==> config.mk <==
export PLATFORM = sky130hd
export DESIGN_NAME = zlib_stored_block_framer
export DESIGN_NICKNAME = d
export VERILOG_FILES = /design/src/rtl/zsbf_pkg.sv /design/src/rtl/zlib_stored_block_framer.sv /design/src/rtl/zsbf_front.sv /design/src/rtl/zsbf_cmd_fifo.sv /design/src/rtl/zsbf_back.sv
export SDC_FILE = /design/constraint.sdc
export NUM_CORES = 1
export LEC_CHECK = 0
export BUFFER_PORTS_ARGS = -buffer_cell sky130_fd_sc_hd__buf_2
export CAP_MARGIN = 20
export CORE_MARGIN = 5
export CORE_UTILIZATION = 60
export DETAILED_ROUTE_END_ITERATION = 12
export PLACE_DENSITY = 0.77
export SETUP_SLACK_MARGIN = 0.3
export SYNTH_ARGS = -nofsm -noshare
export SYNTH_HDL_FRONTEND = slang
export SYNTH_SLANG_ARGS = --single-unit
==> constraint.sdc <==
create_clock -name clk_i -period 16.5 [get_ports clk_i]
set_clock_uncertainty 0.2 [all_clocks]
set_input_delay 1.65 -clock clk_i [delete_from_list [all_inputs] [get_ports clk_i]]
set_output_delay 1.65 -clock clk_i [all_outputs]
set_load 0.01 [all_outputs]
==> src/rtl/zsbf_pkg.sv <==
// ----------------------------------------------------------------------------
// zsbf_pkg
// shared types, constants and helpers of the zlib stored block framer
// ----------------------------------------------------------------------------
`default_nettype none

package zsbf_pkg;

  localparam int LenBits   = 32;
  localparam int ByteW     = 8;
  localparam int CfgW      = 32;
  localparam int MaxStored = 65535;
  localparam int AdlerMod  = 65521;
  localparam int FifoDepth = 4;
  localparam int FifoAw    = $clog2(FifoDepth);

  localparam logic [ByteW-1:0] ZlibCmf = 8'h78;
  localparam logic [ByteW-1:0] ZlibFlg = 8'h01;

  // one accepted byte, classified for the back end
  typedef struct packed {
    logic             hdr;
    logic             blk;
    logic             fin;
    logic [15:0]      run;
    logic [ByteW-1:0] data;
    logic             ends;
    logic [31:0]      adler;
  } cmd_t;

  typedef enum logic [3:0] {
    POS_CMF,
    POS_FLG,
    POS_FIN,
    POS_LEN_LO,
    POS_LEN_HI,
    POS_NLEN_LO,
    POS_NLEN_HI,
    POS_DATA,
    POS_ADL3,
    POS_ADL2,
    POS_ADL1,
    POS_ADL0
  } pos_e;

  function automatic pos_e first_pos(cmd_t c);
    pos_e p;
    if (c.hdr) begin
      p = POS_CMF;
    end else if (c.blk) begin
      p = POS_FIN;
    end else begin
      p = POS_DATA;
    end
    return p;
  endfunction

endpackage

`default_nettype wire

==> src/rtl/zlib_stored_block_framer.sv <==
// ----------------------------------------------------------------------------
// zlib_stored_block_framer
// wraps a byte stream of known length in a zlib stream of stored blocks
// ----------------------------------------------------------------------------
// usage
//   cfg channel: write total_length (bytes per stream) while idle, always ready
//   s_axis: raw data bytes, one per request
//   m_axis: zlib bytes; tlast marks the final adler-32 byte of a stream
// path of an accepted request, with the block idle
//   request queue, current request register, output register
// throughput
//   one output byte per cycle while m_axis_tready is high and requests are
//   queued, set by the back end sequencer; a request gives its data byte,
//   after two stream header bytes and five block header bytes when due and
//   before four checksum bytes at stream end, at most twelve per request
// reset
//   total_length returns to 1, sums and counters restart, the queue empties
// stall
//   when m_axis_tready is low a valid output byte holds in its register;
//   the front keeps taking bytes until the four-entry request queue is full
// ----------------------------------------------------------------------------
`default_nettype none

module zlib_stored_block_framer
  import zsbf_pkg::*;
(
  input  wire logic              clk_i,
  input  wire logic              rst_ni,
  input  wire logic              cfg_valid_i,
  output logic                   cfg_ready_o,
  input  wire logic [CfgW-1:0]   cfg_data_i,       // total_length
  input  wire logic              s_axis_tvalid_i,
  output logic                   s_axis_tready_o,
  input  wire logic [ByteW-1:0]  s_axis_tdata_i,   // data_byte
  output logic                   m_axis_tvalid_o,
  input  wire logic              m_axis_tready_i,
  output logic [ByteW-1:0]       m_axis_tdata_o,   // out_byte
  output logic                   m_axis_tlast_o    // out_last
);

  cmd_t push_cmd;
  cmd_t pop_cmd;
  logic push;
  logic pop;
  logic full;
  logic empty;

  zsbf_front u_front (
    .clk_i           (clk_i),
    .rst_ni          (rst_ni),
    .cfg_valid_i     (cfg_valid_i),
    .cfg_ready_o     (cfg_ready_o),
    .cfg_data_i      (cfg_data_i),
    .s_axis_tvalid_i (s_axis_tvalid_i),
    .s_axis_tready_o (s_axis_tready_o),
    .s_axis_tdata_i  (s_axis_tdata_i),
    .full_i          (full),
    .push_o          (push),
    .cmd_o           (push_cmd)
  );

  zsbf_cmd_fifo u_fifo (
    .clk_i   (clk_i),
    .rst_ni  (rst_ni),
    .push_i  (push),
    .wdata_i (push_cmd),
    .full_o  (full),
    .pop_i   (pop),
    .rdata_o (pop_cmd),
    .empty_o (empty)
  );

  zsbf_back u_back (
    .clk_i           (clk_i),
    .rst_ni          (rst_ni),
    .cmd_i           (pop_cmd),
    .empty_i         (empty),
    .pop_o           (pop),
    .m_axis_tvalid_o (m_axis_tvalid_o),
    .m_axis_tready_i (m_axis_tready_i),
    .m_axis_tdata_o  (m_axis_tdata_o),
    .m_axis_tlast_o  (m_axis_tlast_o)
  );

endmodule

`default_nettype wire

==> src/rtl/zsbf_front.sv <==
// ----------------------------------------------------------------------------
// zsbf_front
// accepts data bytes, tracks stream and block position, keeps adler-32 sums
// ----------------------------------------------------------------------------
`default_nettype none

module zsbf_front
  import zsbf_pkg::*;
(
  input  wire logic              clk_i,
  input  wire logic              rst_ni,
  input  wire logic              cfg_valid_i,
  output logic                   cfg_ready_o,
  input  wire logic [CfgW-1:0]   cfg_data_i,
  input  wire logic              s_axis_tvalid_i,
  output logic                   s_axis_tready_o,
  input  wire logic [ByteW-1:0]  s_axis_tdata_i,
  input  wire logic              full_i,
  output logic                   push_o,
  output cmd_t                   cmd_o
);

  logic [LenBits-1:0] total_q, total_d;
  logic [LenBits-1:0] bytes_seen_q, bytes_seen_d;
  logic [15:0]        block_left_q, block_left_d;
  logic [15:0]        sum_low_q, sum_low_d;
  logic [15:0]        sum_high_q, sum_high_d;

  logic [LenBits-1:0] total;
  logic [LenBits-1:0] remaining;
  logic               fin;
  logic [15:0]        run;
  logic [16:0]        low_sum;
  logic [15:0]        low_new;
  logic [17:0]        high_sum;
  logic [15:0]        high_new;
  logic               ends;
  logic               accept;

  assign cfg_ready_o     = 1'b1;
  assign s_axis_tready_o = !full_i;
  assign accept          = s_axis_tvalid_i && !full_i;
  assign push_o          = accept;

  always_comb begin
    total     = (total_q == '0) ? LenBits'(1) : total_q;
    remaining = (total > bytes_seen_q) ? (total - bytes_seen_q) : LenBits'(1);
    fin       = (remaining <= LenBits'(MaxStored));
    run       = fin ? remaining[15:0] : 16'(MaxStored);

    low_sum = {1'b0, sum_low_q} + 17'(s_axis_tdata_i);
    low_new = (low_sum >= 17'(AdlerMod)) ? 16'(low_sum - 17'(AdlerMod)) : low_sum[15:0];

    // high + low + byte stays below three times the modulus
    high_sum = 18'(sum_high_q) + 18'(sum_low_q) + 18'(s_axis_tdata_i);
    if (high_sum >= 18'(2 * AdlerMod)) begin
      high_new = 16'(high_sum - 18'(2 * AdlerMod));
    end else if (high_sum >= 18'(AdlerMod)) begin
      high_new = 16'(high_sum - 18'(AdlerMod));
    end else begin
      high_new = high_sum[15:0];
    end

    ends = ({1'b0, bytes_seen_q} + (LenBits+1)'(1)) >= {1'b0, total};

    cmd_o.hdr   = (bytes_seen_q == '0);
    cmd_o.blk   = (block_left_q == '0);
    cmd_o.fin   = fin;
    cmd_o.run   = run;
    cmd_o.data  = s_axis_tdata_i;
    cmd_o.ends  = ends;
    cmd_o.adler = {high_new, low_new};

    total_d      = cfg_valid_i ? LenBits'(cfg_data_i) : total_q;
    bytes_seen_d = bytes_seen_q;
    block_left_d = block_left_q;
    sum_low_d    = sum_low_q;
    sum_high_d   = sum_high_q;
    if (accept) begin
      if (ends) begin
        bytes_seen_d = '0;
        block_left_d = '0;
        sum_low_d    = 16'd1;
        sum_high_d   = '0;
      end else begin
        bytes_seen_d = bytes_seen_q + LenBits'(1);
        block_left_d = (cmd_o.blk ? run : block_left_q) - 16'd1;
        sum_low_d    = low_new;
        sum_high_d   = high_new;
      end
    end
  end

  always_ff @(posedge clk_i or negedge rst_ni) begin
    if (!rst_ni) begin
      total_q      <= LenBits'(1);
      bytes_seen_q <= '0;
      block_left_q <= '0;
      sum_low_q    <= 16'd1;
      sum_high_q   <= '0;
    end else begin
      total_q      <= total_d;
      bytes_seen_q <= bytes_seen_d;
      block_left_q <= block_left_d;
      sum_low_q    <= sum_low_d;
      sum_high_q   <= sum_high_d;
    end
  end

  // a fresh stream always opens a fresh block
  a_hdr_opens_block: assert property (@(posedge clk_i) disable iff (!rst_ni)
    bytes_seen_q == '0 |-> block_left_q == '0)
    else $error("stream start without pending block header");

endmodule

`default_nettype wire

==> src/rtl/zsbf_cmd_fifo.sv <==
// ----------------------------------------------------------------------------
// zsbf_cmd_fifo
// short request queue between the front and the back end
// ----------------------------------------------------------------------------
`default_nettype none

module zsbf_cmd_fifo
  import zsbf_pkg::*;
(
  input  wire logic clk_i,
  input  wire logic rst_ni,
  input  wire logic push_i,
  input  wire cmd_t wdata_i,
  output logic      full_o,
  input  wire logic pop_i,
  output cmd_t      rdata_o,
  output logic      empty_o
);

  cmd_t              mem_q [FifoDepth];
  logic [FifoAw-1:0] wr_ptr_q, rd_ptr_q;
  logic [FifoAw:0]   count_q;
  logic              do_push, do_pop;

  assign full_o  = (count_q == (FifoAw+1)'(FifoDepth));
  assign empty_o = (count_q == '0);
  assign do_push = push_i && !full_o;
  assign do_pop  = pop_i && !empty_o;
  assign rdata_o = mem_q[rd_ptr_q];

  always_ff @(posedge clk_i) begin
    if (do_push) begin
      mem_q[wr_ptr_q] <= wdata_i;
    end
  end

  always_ff @(posedge clk_i or negedge rst_ni) begin
    if (!rst_ni) begin
      wr_ptr_q <= '0;
      rd_ptr_q <= '0;
      count_q  <= '0;
    end else begin
      if (do_push) begin
        wr_ptr_q <= wr_ptr_q + FifoAw'(1);
      end
      if (do_pop) begin
        rd_ptr_q <= rd_ptr_q + FifoAw'(1);
      end
      if (do_push && !do_pop) begin
        count_q <= count_q + (FifoAw+1)'(1);
      end else if (do_pop && !do_push) begin
        count_q <= count_q - (FifoAw+1)'(1);
      end
    end
  end

  a_no_overflow: assert property (@(posedge clk_i) disable iff (!rst_ni)
    count_q <= (FifoAw+1)'(FifoDepth))
    else $error("request queue over depth");

  a_fill_tracks: assert property (@(posedge clk_i) disable iff (!rst_ni)
    do_push && !do_pop |=> count_q == $past(count_q) + (FifoAw+1)'(1))
    else $error("request queue count lost a push");

endmodule

`default_nettype wire

==> src/rtl/zsbf_back.sv <==
// ----------------------------------------------------------------------------
// zsbf_back
// expands each request into its data byte, after any header bytes due and
// before the checksum bytes at stream end
`default_nettype none

module zsbf_back
  import zsbf_pkg::*;
(
  input  wire logic              clk_i,
  input  wire logic              rst_ni,
  input  wire cmd_t              cmd_i,
  input  wire logic              empty_i,
  output logic                   pop_o,
  output logic                   m_axis_tvalid_o,
  input  wire logic              m_axis_tready_i,
  output logic [ByteW-1:0]       m_axis_tdata_o,
  output logic                   m_axis_tlast_o
);

  cmd_t             cur_q, cur_d;
  logic             cur_valid_q, cur_valid_d;
  pos_e             pos_q, pos_d;
  logic             out_valid_q, out_valid_d;
  logic [ByteW-1:0] out_data_q, out_data_d;
  logic             out_last_q, out_last_d;

  logic             advance;
  logic             at_end;
  logic             take;
  logic [ByteW-1:0] cur_byte;
  pos_e             next_pos;

  always_ff @(posedge clk_i or negedge rst_ni) begin
    if (!rst_ni) begin
      cur_valid_q <= 1'b0;
      pos_q       <= POS_DATA;
      out_valid_q <= 1'b0;
    end else begin
      cur_valid_q <= cur_valid_d;
      pos_q       <= pos_d;
      out_valid_q <= out_valid_d;
    end
  end

  always_ff @(posedge clk_i) begin
    cur_q      <= cur_d;
    out_data_q <= out_data_d;
    out_last_q <= out_last_d;
  end

  always_comb begin
    cur_byte = cur_q.data;
    next_pos = pos_q;
    unique case (pos_q)
      POS_CMF: begin
        cur_byte = ZlibCmf;
        next_pos = POS_FLG;
      end
      POS_FLG: begin
        cur_byte = ZlibFlg;
        next_pos = cur_q.blk ? POS_FIN : POS_DATA;
      end
      POS_FIN: begin
        cur_byte = {7'b0, cur_q.fin};
        next_pos = POS_LEN_LO;
      end
      POS_LEN_LO: begin
        cur_byte = cur_q.run[7:0];
        next_pos = POS_LEN_HI;
      end
      POS_LEN_HI: begin
        cur_byte = cur_q.run[15:8];
        next_pos = POS_NLEN_LO;
      end
      POS_NLEN_LO: begin
        cur_byte = ~cur_q.run[7:0];
        next_pos = POS_NLEN_HI;
      end
      POS_NLEN_HI: begin
        cur_byte = ~cur_q.run[15:8];
        next_pos = POS_DATA;
      end
      POS_DATA: begin
        cur_byte = cur_q.data;
        next_pos = POS_ADL3;
      end
      POS_ADL3: begin
        cur_byte = cur_q.adler[31:24];
        next_pos = POS_ADL2;
      end
      POS_ADL2: begin
        cur_byte = cur_q.adler[23:16];
        next_pos = POS_ADL1;
      end
      POS_ADL1: begin
        cur_byte = cur_q.adler[15:8];
        next_pos = POS_ADL0;
      end
      POS_ADL0: begin
        cur_byte = cur_q.adler[7:0];
        next_pos = POS_ADL0;
      end
      default: begin
        cur_byte = cur_q.data;
        next_pos = POS_DATA;
      end
    endcase

    advance = cur_valid_q && (!out_valid_q || m_axis_tready_i);
    at_end  = ((pos_q == POS_DATA) && !cur_q.ends) || (pos_q == POS_ADL0);
    take    = !cur_valid_q || (advance && at_end);

    cur_d       = cur_q;
    cur_valid_d = cur_valid_q;
    pos_d       = pos_q;
    pop_o       = 1'b0;
    if (take) begin
      pop_o       = !empty_i;
      cur_valid_d = !empty_i;
      cur_d       = cmd_i;
      pos_d       = first_pos(cmd_i);
    end else if (advance) begin
      pos_d = next_pos;
    end

    out_valid_d = out_valid_q;
    out_data_d  = out_data_q;
    out_last_d  = out_last_q;
    if (advance) begin
      out_valid_d = 1'b1;
      out_data_d  = cur_byte;
      out_last_d  = (pos_q == POS_ADL0);
    end else if (m_axis_tready_i) begin
      out_valid_d = 1'b0;
    end
  end

  assign m_axis_tvalid_o = out_valid_q;
  assign m_axis_tdata_o  = out_data_q;
  assign m_axis_tlast_o  = out_last_q;

  a_last_on_trailer: assert property (@(posedge clk_i) disable iff (!rst_ni)
    advance && pos_q == POS_ADL0 |=> out_valid_q && out_last_q)
    else $error("final checksum byte not marked last");

endmodule

`default_nettype wire
==> impl_metrics.yaml, run 1 <==
drt:
  viasPerCell: 6.47
  drt_wl_total_um: 58600
  final_antenna_net_count: 0
  drt_iter0_markers: 1813
  num_vias: 16800
  drc_errors: 0
  dr.pass1.iters: 7
  wl_per_cell_um: 22.5
global_routing:
  grt_use_met3_pct: 3.80
  grt_pass1_wl_um: 93200
  grt_busiest_layer: "met2"
  gr-usage-met1_pct: 39.9
  grt_pass1_vias: 16600
  antenna_found_initial: 2
  grt_overflow: 0
  grt_max_degree: 76
  gr-usage-met2_pct: 42.4
  grt_usage_pct: 27.0
layout:
  layout_commonest_cell: "edfxtp_1"
  nNetsFinal: 2213
  fill_cells: 2841
  final_cells: 2600
  mostFrequentLayoutCells: "edfxtp_1, nand2_1, nor2_1, o21ai_0, dfrtp_1"
  antenna_cells: 0
  drive_above_1_share_pct: 12.8
  synthToLayoutAreaGrowth_pct: 9.12
sta:
  slew_headroom_pct: 32.6
  setup_viol: 0
  final.setup.tns_ns: 0
  rsz0062_at_grt: "false"
  drv_slew: 0
  setup_ws_ns: 9.97
  period_share_pct: 39.6
  worst_pin_slew_ns: 1.01
  hold_violations: 0
  max_freq_ghz: 0.153
  fin_crit_ns: 6.53
logic_synthesis:
  yosysUniqueCellTypes: 94
  ys_seq_elements: 433
  synth_nets: 2226
  synth_edf_count: 308
  synthArstFlopShare_pct: 28.9
  yosys-top-cells-area: "edfxtp_1, dfrtp_1, ha_1, mux4_2, xnor2_1"
  yosysTopAreaCell: "edfxtp_1"
  yosysTopAreaCellShare_pct: 39.2
  synth.avg_cell_area_um2: 11.5
  syn_inst: 2058
  netlist_area_um2: 23600
  yosys_most_used_dff: "edfxtp_1"
  yosysSeqAreaShare_pct: 52.5
  yosys_warnings: 0
clocking:
  cts_resized: 0
  post-cts-setup-buffers: 0
  clock_latency_ns: 0.58
  root_buffer: "clkbuf_16"
  cts_buffers: 45
  clk_pin_slew_ns: 0.06
  h-tree-depth: 2
  cts_hold_buf: 0
  clock_path_buffers: 3
  cts.sinks: 433
  cts_tree: "done"
run_status:
  outcome: "finished clean"
flow_run:
  drv_cap: 0
placed_design:
  numPortBuffers: 55
  place_ws_ns: 9.99
  dp_hpwl_um: 39600
  routabilityCongestion: 0.968
  dp_cells: 2516
floorplan:
  row_count: 72
  die_h_um: 208
  core_um2: 38700
  dieArea_um2: 43400
  io-pin-count: 57
  start_util_pct: 60.9
  dieWidth_um: 208
worst_setup_path:
  r2r_setup_slack_ns: 9.97
  crit_type: "reg -> reg"
  crit_path_max_fanout: 26
  cpMostUsedCell: "nor2_1"
  worst_setup_path_start_kind: "flip-flop"
  crit_slowest_cell: "nand3_2"
  critical_path_arrival_ns: 6.80
  slowest_delay_ns: 0.50
  end_kind: "flip-flop"
  critical_path_required_ns: 16.76
power_and_ir_drop:
  p_leak_uw: 0.00974
  worst_ir_drop_vdd_uv: 153
  powerDensity_nw_per_um2: 208
min_path:
  hold_path_class: "reg -> reg"
power breakdown:
group          switching [µW]  internal, µW
clock                     426           647
combinational            1450           885
sequential                233          1710
total                    2110          3240
cell usage after synthesis, types with 10 or more instances:
cell type  count
nand4_1       40
buf_2         13
nand2_1      166
or2_2         10
inv_1        105
o21ai_1       14
nand3_1       51
o21bai_1      10
a22o_1        21
o31ai_1       19
nor4_1        32
nand2b_1      11
a21o_1        37
nor2b_1       12
or3_1         10
ha_1         111
a31oi_1       20
xor2_1        24
xnor2_1       76
o211ai_1      11
a21oi_1       96
dfrtp_1      120
o22ai_1       21
fa_1          12
nor3_1        41
edfxtp_1     308
and2_1        20
o21ai_0      123
o21a_1        16
nor2_1       147
clkbuf_1     107
mux2i_1       17
mux4_2        60
and3_1        23
per-stage QoR:
stage | utilization, % | hold slack (ns) | total power [µW] | instance area [µm²]
after detailed placement | 62.3 | 0.298 | 4230 | 24100
after CTS | 66.4 | 0.320 | 5340 | 25700
after global routing | 66.4 | 0.352 | 5670 | 25700
final | 66.4 | 0.321 | 5350 | 25700
after floorplan | - | 0.267 | 3590 | 23600
after global placement | 62.3 | 0.292 | 4150 | 24100
metal layers:
layer	routed length (µm)	vias to the layer above
li1	-	7668
met1	25000	8272
met2	27100	795
met3	4890	97
met4	1570	0
met5	0	-
final cells by class:
| type | count | area, µm² | share of cell area (%) |
|---|---|---|---|
| sequential | 433 | 12400 | 48.2 |
| multi-input combinational | 1389 | 10300 | 40.0 |
| clock buffer | 57 | 1240 | 4.83 |
| tap | 518 | 648 | 2.52 |
| inverter | 106 | 398 | 1.55 |
| timing repair buffer | 70 | 394 | 1.53 |
| clock inverter | 27 | 352 | 1.37 |
state kept, by name (all words and copies together) (netlist names):
| name | count |
|---|---|
| u_front.sum_high_q | 16 |
| u_front.sum_low_q | 16 |
| u_front.total_q | 32 |
| u_front.block_left_q | 16 |
| u_back.pos_q | 4 |
| u_front.bytes_seen_q | 32 |
| u_back.m_axis_tdata_o | 8 |
| u_fifo.mem_q | 240 |
| u_fifo.wr_ptr_q | 2 |
| u_back.m_axis_tlast_o | 1 |
| u_fifo.count_q | 3 |
| u_fifo.rd_ptr_q | 2 |
| u_back.m_axis_tvalid_o | 1 |
| u_back.cur_valid_q | 1 |
| u_back.cur_q | 59 |
worst max-delay path: cells and delay by family (launching register included):
family | cells | cell delay, ns
adder cells (fa/ha/maj) | 3 | 0.59
AND/OR/NAND/NOR | 12 | 2.86
flip-flops | 1 | 0.42
buffers and inverters | 2 | 0.12
AO/OA/AOI/OAI | 10 | 2.23
final timing paths:
check	from	to	cells after the start
max in group asynchronous	rst_ni	u_front.bytes_seen_q[12]$_DFFE_PN0P_	2
worst min register to register	u_front.sum_high_q[13]$_DFFE_PN0P_	u_front.sum_high_q[13]$_DFFE_PN0P_	1
worst max-delay path	u_front.total_q[24]$_DFFE_PN0P_	u_front.block_left_q[14]$_DFFE_PN0P_	27
worst min-delay path	u_front.sum_high_q[13]$_DFFE_PN0P_	u_front.sum_high_q[13]$_DFFE_PN0P_	1
worst max register to register	u_front.total_q[24]$_DFFE_PN0P_	u_front.block_left_q[14]$_DFFE_PN0P_	27
min in group asynchronous	rst_ni	u_back.m_axis_tvalid_o$_DFFE_PN0P_	1
logic make-up (layout without fill, tap and decap cells):
logic type               Yosys count  count (layout)  share of synthesized area, %
AND/OR/NAND/NOR                  595             595                          12.4
AO/OA/AOI/OAI                    486             486                          13.8
flip-flops                       433             433                          52.5
buffers and inverters            236             260                          3.87
adder cells (fa/ha/maj)          123             123                          6.91
XOR/XNOR                         100             100                          3.72
multiplexers                      84              84                          6.79
other                              1               1                        0.0159
No activity file was read; power rests on OpenSTA's default activity.
==> run 2: changes to the inputs <==
--- a/config.mk
+++ b/config.mk
@@ -5,12 +5,13 @@
 export SDC_FILE = /design/constraint.sdc
 export NUM_CORES = 1
 export LEC_CHECK = 0
+export ABC_AREA = 1
 export BUFFER_PORTS_ARGS = -buffer_cell sky130_fd_sc_hd__buf_2
 export CAP_MARGIN = 20
 export CORE_MARGIN = 5
-export CORE_UTILIZATION = 60
+export CORE_UTILIZATION = 58
 export DETAILED_ROUTE_END_ITERATION = 12
-export PLACE_DENSITY = 0.77
+export PLACE_DENSITY = 0.78
 export SETUP_SLACK_MARGIN = 0.3
 export SYNTH_ARGS = -nofsm -noshare
 export SYNTH_HDL_FRONTEND = slang
==> constraint.sdc (replaced) <==
create_clock -name clk_i -period 5.5 [get_ports clk_i]
set_clock_uncertainty 0.2 [all_clocks]
set_input_delay 0.55 -clock clk_i [delete_from_list [all_inputs] [get_ports clk_i]]
set_output_delay 0.55 -clock clk_i [all_outputs]
set_load 0.01 [all_outputs]
==> run 2 against run 1 <==
Effect of this change: sequential power increased to 2.9 times the previous value; final cell count grew 35%; die area grew 9.0%; clock power grew to 3.0 times the previous value; total power grew to 3.5 times the previous value; maximum frequency up 35%; flip-flop and latch count unchanged; utilization decreased by 2.0 points; critical path type unchanged; critical endpoint is now u_front.block_left_q[10]$_DFFE_PN0P_.
==> impl_metrics.yaml, run 2 <==
layout:
  antenna_cells: 0
  drive_above_1_share_pct: 8.53
  fill_cells: 3464
  final_cells: 3522
  layout_commonest_cell: "nand2_1"
  synthToLayoutAreaGrowth_pct: 10.6
  regMostFlops: "u_fifo.mem_q"
  nNetsFinal: 3106
  reg.largest.list: "u_fifo.mem_q x240, u_back.cur_q x59"
  largest_reg_flops: 240
  mostFrequentLayoutCells: "nand2_1, inv_1, edfxtp_1, nor2_1, o21ai_0"
  fin_area_um2: 27600
  utilization_pct: 64.4
placed_design:
  place_ws_ns: 0.563
  dp_hpwl_um: 44300
  dp_cells: 3405
  postPlaceCellArea_um2: 25600
  routabilityCongestion: 0.958
  numPortBuffers: 55
run_status:
  outcome: "finished clean"
global_routing:
  grt_use_met3_pct: 4.69
  grt_max_degree: 105
  gr-usage-met1_pct: 36.7
  grt_pass1_wl_um: 101000
  grt_busiest_layer: "met2"
  grt_usage_pct: 26.6
  gr-usage-met2_pct: 43.4
  grt_overflow: 0
  antenna_found_initial: 0
  grt_pass1_vias: 19400
power_and_ir_drop:
  powerDensity_nw_per_um2: 675
  p_leak_uw: 0.0120
  worst_ir_drop_vdd_uv: 503
worst_setup_path:
  crit_slowest_cell: "nor2_2"
  critical_path_arrival_ns: 5.09
  crit_path_max_fanout: 12
  worst_setup_path_start_kind: "flip-flop"
  r2r_setup_slack_ns: 0.67
  crit_type: "reg -> reg"
  critical_path_required_ns: 5.76
  end_kind: "flip-flop"
  cpMostUsedCell: "nand2_1"
  slowest_delay_ns: 0.45
clocking:
  h-tree-depth: 2
  clock_latency_ns: 0.60
  cts_tree: "done"
  clock_path_buffers: 3
  clk_pin_slew_ns: 0.06
  cts_buffers: 46
  root_buffer: "clkbuf_16"
  cts.sinks: 433
drt:
  drc_errors: 0
  drt_iter0_markers: 1752
  drt_wl_total_um: 63400
  final_antenna_net_count: 0
  num_vias: 20300
  wl_per_cell_um: 18.0
  dr.pass1.iters: 5
  viasPerCell: 5.76
flow_run:
  drv_cap: 0
min_path:
  hold_path_class: "in -> reg"
logic_synthesis:
  yosys_most_used_dff: "edfxtp_1"
  yosysTopAreaCell: "edfxtp_1"
  netlist_area_um2: 24900
  yosys_warnings: 0
  yosysMostFrequentCell: "nand2_1"
  synth_edf_count: 308
  synth_nets: 3065
  yosysTopAreaCellShare_pct: 37.1
  synth.avg_cell_area_um2: 8.61
  ys_seq_elements: 433
  yosysSeqAreaShare_pct: 49.6
  yosys-top-cells-area: "edfxtp_1, dfrtp_1, nand2_1, inv_1, ha_1"
  yosysUniqueCellTypes: 60
  ys_top_cells_by_count: "nand2_1, inv_1, edfxtp_1"
  syn_inst: 2897
  synthArstFlopShare_pct: 28.9
sta:
  slew_headroom_pct: 30.6
  hold_violations: 0
  setup_ws_ns: 0.669
  rsz0062_at_grt: "false"
  fin_crit_ns: 4.83
  setup_viol: 0
  final.setup.tns_ns: 0
  max_freq_ghz: 0.207
  worst_pin_slew_ns: 1.04
  drv_slew: 0
  period_share_pct: 87.8
floorplan:
  io-pin-count: 57
  die_h_um: 217
  dieWidth_um: 217
  start_util_pct: 58.3
  row_count: 76
  core_um2: 42800
  dieArea_um2: 47300
-- run 2: changes by cell type in the layout (fill, tap and decap cells not counted), moves of 26 or more --
cell	previous run	this run
mux4_2	60	0
o22ai_1	21	70
a21o_1	37	3
dlygate4sd3_1	0	26
nand3_1	51	110
nand2_1	165	692
nor2_1	146	278
inv_1	104	382
xor2_1	24	77
o21ai_0	123	246
xnor2_1	76	7
-- run 2: path summary, 6_finish.rpt --
kind | from | endpoint | depth (start not counted)
max | u_front.total_q[29]$_DFFE_PN0P_ | u_front.block_left_q[10]$_DFFE_PN0P_ | 28
min | cfg_data_i[0] | u_front.total_q[0]$_DFFE_PN1P_ | 3
max reg2reg | u_front.total_q[29]$_DFFE_PN0P_ | u_front.block_left_q[10]$_DFFE_PN0P_ | 28
min reg2reg | u_front.sum_high_q[10]$_DFFE_PN0P_ | u_front.sum_high_q[10]$_DFFE_PN0P_ | 2
max in group asynchronous | rst_ni | u_front.bytes_seen_q[23]$_DFFE_PN0P_ | 3
min in group asynchronous | rst_ni | u_front.total_q[31]$_DFFE_PN0P_ | 2
-- run 2: critical path, delay by kind of cell (launching register included) --
family	cells	cell delay (ns)
AOI/OAI and AO/OA	2	0.39
adders and majority gates	2	0.43
buffers and inverters	2	0.22
DFF	1	0.41
and+or+nand+nor	22	3.01
-- run 2: power breakdown --
part / leakage, µW / internal [µW] / total [µW] / switching, µW
Sequential: 0.00422 / 5020 / 5570 / 554
Clock: 0.000780 / 1900 / 3250 / 1350
Combinational: 0.00698 / 2990 / 9800 / 6810
-- run 2: timing repair --
action / 4_1_cts / 5_1_grt
hold buffers: 26 / 0
resized for setup: 0 / 2
buffers inserted: 0 / 3
hold endpoints to repair: 83 / 0
setup endpoints to repair: 0 / 39
-- run 2: layout make-up --
type | instances | area [µm²] | share of cell area, %
inverter | 392 | 1470 | 5.34
sequential | 433 | 12400 | 44.9
clock inverter | 26 | 343 | 1.24
multi-input combinational | 1958 | 10600 | 38.6
clock buffer | 60 | 1270 | 4.62
tap | 546 | 683 | 2.48
timing repair buffer | 107 | 774 | 2.81
-- run 2: cell families (layout without fill, tap and decap cells) --
family / after synthesis / after routing / share of synthesized area (%)
AND/OR/NAND/NOR: 1265 / 1266 / 21.9
buffers and inverters: 507 / 585 / 7.92
AO/OA/AOI/OAI: 482 / 482 / 10.9
flip-flops: 433 / 433 / 49.6
adder cells (fa/ha/maj): 123 / 123 / 6.53
XOR/XNOR: 85 / 85 / 3.01
other: 1 / 1 / 0.0150
multiplexers: 1 / 1 / 0.0451
-- run 2: stage by stage --
stage	power [µW]	hold WS [ns]
after floorplan	12400	0.0544
after global placement	14900	0.270
after detailed placement	15100	0.277
after CTS	18500	0.000822
after global routing	20000	0.0139
final	18600	0.0250
-- run 2: routing by layer --
metal / share of wire [%] / vias to the layer above
li1: - / 9749
met3: 7.7 / 150
met2: 46 / 792
met4: 3.1 / 0
met5: 0 / -
met1: 43 / 9602
